$ cat src/design/rbbf_pkg.sv
`timescale 1ns / 1ps
package rbbf_pkg;

    localparam int PIX_W        = 8;
    localparam int CFG_W        = 13;
    localparam int CFG_IDX_W    = 2;
    localparam int ROW_W        = 12;
    localparam int HEIGHT_W     = 13;
    localparam int HEIGHT_LIMIT = 4096;

    localparam logic [CFG_IDX_W-1:0] REG_RADIUS = 2'd0;
    localparam logic [CFG_IDX_W-1:0] REG_WIDTH  = 2'd1;
    localparam logic [CFG_IDX_W-1:0] REG_HEIGHT = 2'd2;

    // One stored pixel, laid out as blue in the low byte.
    typedef struct packed {
        logic [PIX_W-1:0] red;
        logic [PIX_W-1:0] green;
        logic [PIX_W-1:0] blue;
    } rgb_t;

endpackage

$ cat src/design/rbbf_div.sv
`timescale 1ns / 1ps
module rbbf_div
    import rbbf_pkg::*;
#(
    parameter int SUM_W  = 14,
    parameter int AREA_W = 6
)
(
    input  logic                  clk,
    input  logic                  rst_n,
    input  logic                  start,
    input  logic [AREA_W-1:0]     divisor,
    input  logic [2:0][SUM_W-1:0] dividend,
    output logic [2:0][PIX_W-1:0] quotient,
    output logic                  done
);

    localparam int RECIP_W = 25;
    localparam int SHIFT   = 24;
    localparam int PROD_W  = SUM_W + RECIP_W;

    // Scaled reciprocals of the four window areas, rounded up.
    localparam logic [RECIP_W-1:0] RECIP_1  = 25'd16777216;
    localparam logic [RECIP_W-1:0] RECIP_9  = 25'd1864136;
    localparam logic [RECIP_W-1:0] RECIP_25 = 25'd671089;
    localparam logic [RECIP_W-1:0] RECIP_49 = 25'd342393;

    logic [RECIP_W-1:0]     recip;
    logic [2:0][PROD_W-1:0] product;
    logic [2:0][PIX_W-1:0]  quo_reg;
    logic                   done_reg;

    // The rounding error of each reciprocal stays small enough that the
    // product gives the exact floor for every sum a window can reach.
    always_comb
    begin
        unique case (divisor)
            AREA_W'(1):  recip = RECIP_1;
            AREA_W'(9):  recip = RECIP_9;
            AREA_W'(25): recip = RECIP_25;
            default:     recip = RECIP_49;
        endcase
    end

    always_comb
    begin
        for (int c = 0; c < 3; c++)
        begin
            product[c] = PROD_W'(dividend[c]) * PROD_W'(recip);
        end
    end

    always_ff @(posedge clk or negedge rst_n)
    begin
        if (!rst_n)
        begin
            quo_reg  <= '0;
            done_reg <= 1'b0;
        end
        else
        begin
            done_reg <= start;
            if (start)
            begin
                for (int c = 0; c < 3; c++)
                begin
                    quo_reg[c] <= product[c][SHIFT +: PIX_W];
                end
            end
        end
    end

    assign quotient = quo_reg;
    assign done     = done_reg;

endmodule
$ cat config.mk
export PLATFORM = sky130hd
export DESIGN_NAME = rbbf_div
export DESIGN_NICKNAME = d
export VERILOG_FILES = /design/src/design/rbbf_pkg.sv /design/src/design/rbbf_div.sv
export SDC_FILE = /design/constraint.sdc
export NUM_CORES = 1
export LEC_CHECK = 0
export ABC_CLOCK_PERIOD_IN_PS = 800
export BUFFER_PORTS_ARGS = -buffer_cell sky130_fd_sc_hd__buf_4
export CORE_MARGIN = 1.5
export CORE_UTILIZATION = 34
export DETAILED_ROUTE_END_ITERATION = 10
export PLACE_DENSITY = 0.52
export SLEW_MARGIN = 25
export SYNTH_ARGS = -nofsm -noshare
export SYNTH_HDL_FRONTEND = slang
export SYNTH_SLANG_ARGS = --single-unit
$ cat constraint.sdc
create_clock -name clk -period 0.8 [get_ports clk]
set_input_delay 0.04 -clock clk [delete_from_list [all_inputs] [get_ports clk]]
set_output_delay 0.04 -clock clk [all_outputs]
set_load 0.01 [all_outputs]
==> key figures <==
Outcome
  • Status: complete, but fails checks
  • Violated checks: setup timing

Synth
  • Yosys reg bits: 25
  • Async S/R FF share, synth: 100%
  • Mapped Area: 21,600 um2
  • EDFF count, synth: 0
  • Netlist cell types: 68
  • Sequential element share of the synthesized area: a little under 3%
  • Cells after synthesis: roughly 2,300
  • Ys flop type: dfrtp_1
  • Yosys warnings: 0
  • Average cell area after synthesis: around 9.3 um2
  • Syn nets: between 3,000 and 4,000

Die
  • Die Ht: 255 um
  • Initial Utilization: between 30 and 40%
  • Core area: around 63,000 um2
  • Die ar.: 65,200 um2
  • Io pins: 76
  • # rows: 92
  • Die width: ~260 um

Final layout
  • Most common cell after layout, fill and taps aside: inv_1
  • Layout Area Growth over Synthesis: 32.0%
  • Max FFs per register: 24
  • Ant diodes: 0
  • Commonest cells after routing, fill and taps aside: inv_1, buf_4, fa_1, ha_1, nand2_1
  • Share of cells above drive strength 1: around 29%
  • Fin nets: 3,800
  • Post-route insts no fill: ~3,700

Critical path
  • Critical Path AT: ~6.7 ns
  • Worst-path cell chain: buf_6, or4b_4, nor2_4, nand2_8, buf_4, nand2_1, inv_1, fa_1, inv_1, fa_1, inv_1, fa_1, fa_2, fa_1, ha_4, ha_4, nand3_4, or4_4, nor3_4, a2bb2oi_4, a211o_4, a31oi_4, nor3_1, o31ai_1
  • Cell family contributing the most delay on the critical path: adder cells
  • Crit path required time: 1.00 ns
  • Crit path largest cell delay: between 0.6 and 0.7 ns
  • CP bufs+invs: 5
  • Critical path class: in -> reg
  • Startpoint types: input port
  • Worst-path maximum fanout: 8
  • CP most frequent cell: fa_1
  • Crit. End Element: register
  • Crit-path slowest cell: or4b_4

Drt
  • Wire per inst: between 15 and 20 um
  • Vias per cell: between 4 and 5
  • DRT iter0 DRCs: about 930
  • Final WL: roughly 69 mm
  • DRT antenna net count: 0
  • # DRC: 0
  • Drt pass-1 iters: 5
  • Via count: 17,300

Placed design
  • Hpwl dp: about 62 mm
  • Buffers on Ports: 75
  • Inst Count DP: approximately 3,700
  • Final Wtd Congestion: between 0.9 and 1

Min path
  • Worst Hold Class: in -> async

Clocking
  • CTS tree: yes
  • Cts bufs inserted: 3
  • Htree depth: 1
  • Max Root-Sink Buffers: 2
  • CTS Sinks: 25
  • Root cell of the clock tree: clkbuf_16
  • Clock Latency Late Sink: between 0.2 and 0.3 ns
  • CTS clock-pin slew for the worst setup and hold paths: 0.08 ns

Run
  • Max Cap Viol: 0

Timing
  • Max-slew headroom: 67.7%
  • Final TNS setup: -134.66 ns
  • Tmin final: around 6.5 ns
  • Final Max Slew Viols: 0
  • Clock Skew: 0 ns
  • Final worst-path cycle share: 807%
  • RSZ-0062 raised after global routing: true
  • Hold Fails Final Rpt: 0
  • Achievable Freq: ~0.15 GHz
  • Setup violators final: slightly below 50
  • Least-Margin Pin Slew: about 0.48 ns
  • Final Worst Setup Slack: -5.65 ns

Pwr
  • Final Total Pwr: roughly 80 mW
  • Lkg Pwr: 15.9 nW
  • Maximum VDD drop: between 2 and 3 mV
  • PwrDens: approximately 2800 nW/um2

Global routing
  • Vias in the first global route: around 20,000
  • Initial antenna violation count: 0
  • Largest net degree at the start of global routing: 27
  • Remaining Overflow, GRT: 0
  • Overall Global Routing Usage: between 20% and 30%
  • First-pass GRT wire length: 111 mm
[timing repair]
action	4_1_cts	5_1_grt
gates resized for setup	162	73
pin swaps	68	49
hold buffers	2	0
buffers inserted	39	12
hold endpoints to repair	26	0
endpoints found under the setup margin	49	49
[final timing paths]
| path | slack, ns | to | start | depth (start not counted) |
|---|---|---|---|---|
| worst max-delay path | -5.65 | quotient[22]$_DFFE_PN0P_ | divisor[1] | 24 |
| worst min-delay path | 0.23 | quotient[21]$_DFFE_PN0P_ | rst_n | 2 |
| worst max register to register | -0.12 | quotient[15]$_DFFE_PN0P_ | quotient[15]$_DFFE_PN0P_ | 2 |
| worst min register to register | 0.54 | quotient[17]$_DFFE_PN0P_ | quotient[17]$_DFFE_PN0P_ | 1 |
| max in group asynchronous | 0.23 | quotient[6]$_DFFE_PN0P_ | rst_n | 2 |
| min in group clk | 0.26 | quotient[15]$_DFFE_PN0P_ | start | 4 |
[synth_stat cells, drive strengths merged (10+ instances only)]
cell type	instances	area, um2
inv	741	2780
fa	494	9890
ha	352	4400
nand2	166	623
nor2	74	290
and2	61	382
nand3	47	240
clkbuf	39	148
a21oi	36	180
o21ai	30	154
and3	29	183
xnor2	28	245
dfrtp	25	626
nand2b	18	113
nor2b	14	87.6
nor3	14	81.3
a21o	13	97.6
xor2	13	114
buf	12	56.3
o21a	10	75.1
[power breakdown]
part           total (mW)  switching [mW]  internal, mW
combinational        75.5            38.3          37.1
sequential           2.52           0.525          2.00
clock                1.36           0.676         0.684
[area by class of cell]
| class | count | area (um2) |
|---|---|---|
| fill | 6175 | 34400 |
| timing repair buffer | 630 | 5120 |
| tap | 846 | 1060 |
| sequential | 25 | 627 |
| clock inverter | 1 | 5.00 |
| clock buffer | 3 | 75.1 |
| inverter | 741 | 2780 |
| multi-input combinational | 1502 | 18900 |
[cell families (layout without fill, tap and decap cells)]
logic type / after synthesis / after routing / share of synthesized area [%]
multiplexers: 15 / 15 / 0.746
XOR/XNOR: 41 / 41 / 1.66
adder cells (fa/ha/maj): 846 / 846 / 66.0
AO/OA/AOI/OAI: 145 / 145 / 4.51
flip-flops: 25 / 25 / 2.89
buffers and inverters: 792 / 1375 / 13.8
AND/OR/NAND/NOR: 455 / 455 / 10.4
[per-stage QoR]
step	util, %	area, um2	hold slack, ns	worst slack, ns
after CTS	44.8	28200	0.236	-5.68
after detailed placement	43.1	27200	0.0146	-6.13
after global routing	45.4	28600	0.257	-5.83
final	45.4	28600	0.226	-5.65
after global placement	43.1	27200	0.00805	-6.04
after floorplan	-	21900	-0.256	-5.56
[metal layers]
| metal | global-route usage [%] | vias to the layer above | share of wire [%] |
|---|---|---|---|
| li1 | - | 8099 | - |
| met1 | 30.9 | 8770 | 45 |
| met2 | 37.8 | 402 | 49 |
| met3 | 1.74 | 55 | 4.4 |
| met4 | 3.36 | 0 | 1.5 |
| met5 | 0 | - | 0 |
No activity file was read; power rests on OpenSTA's default activity.
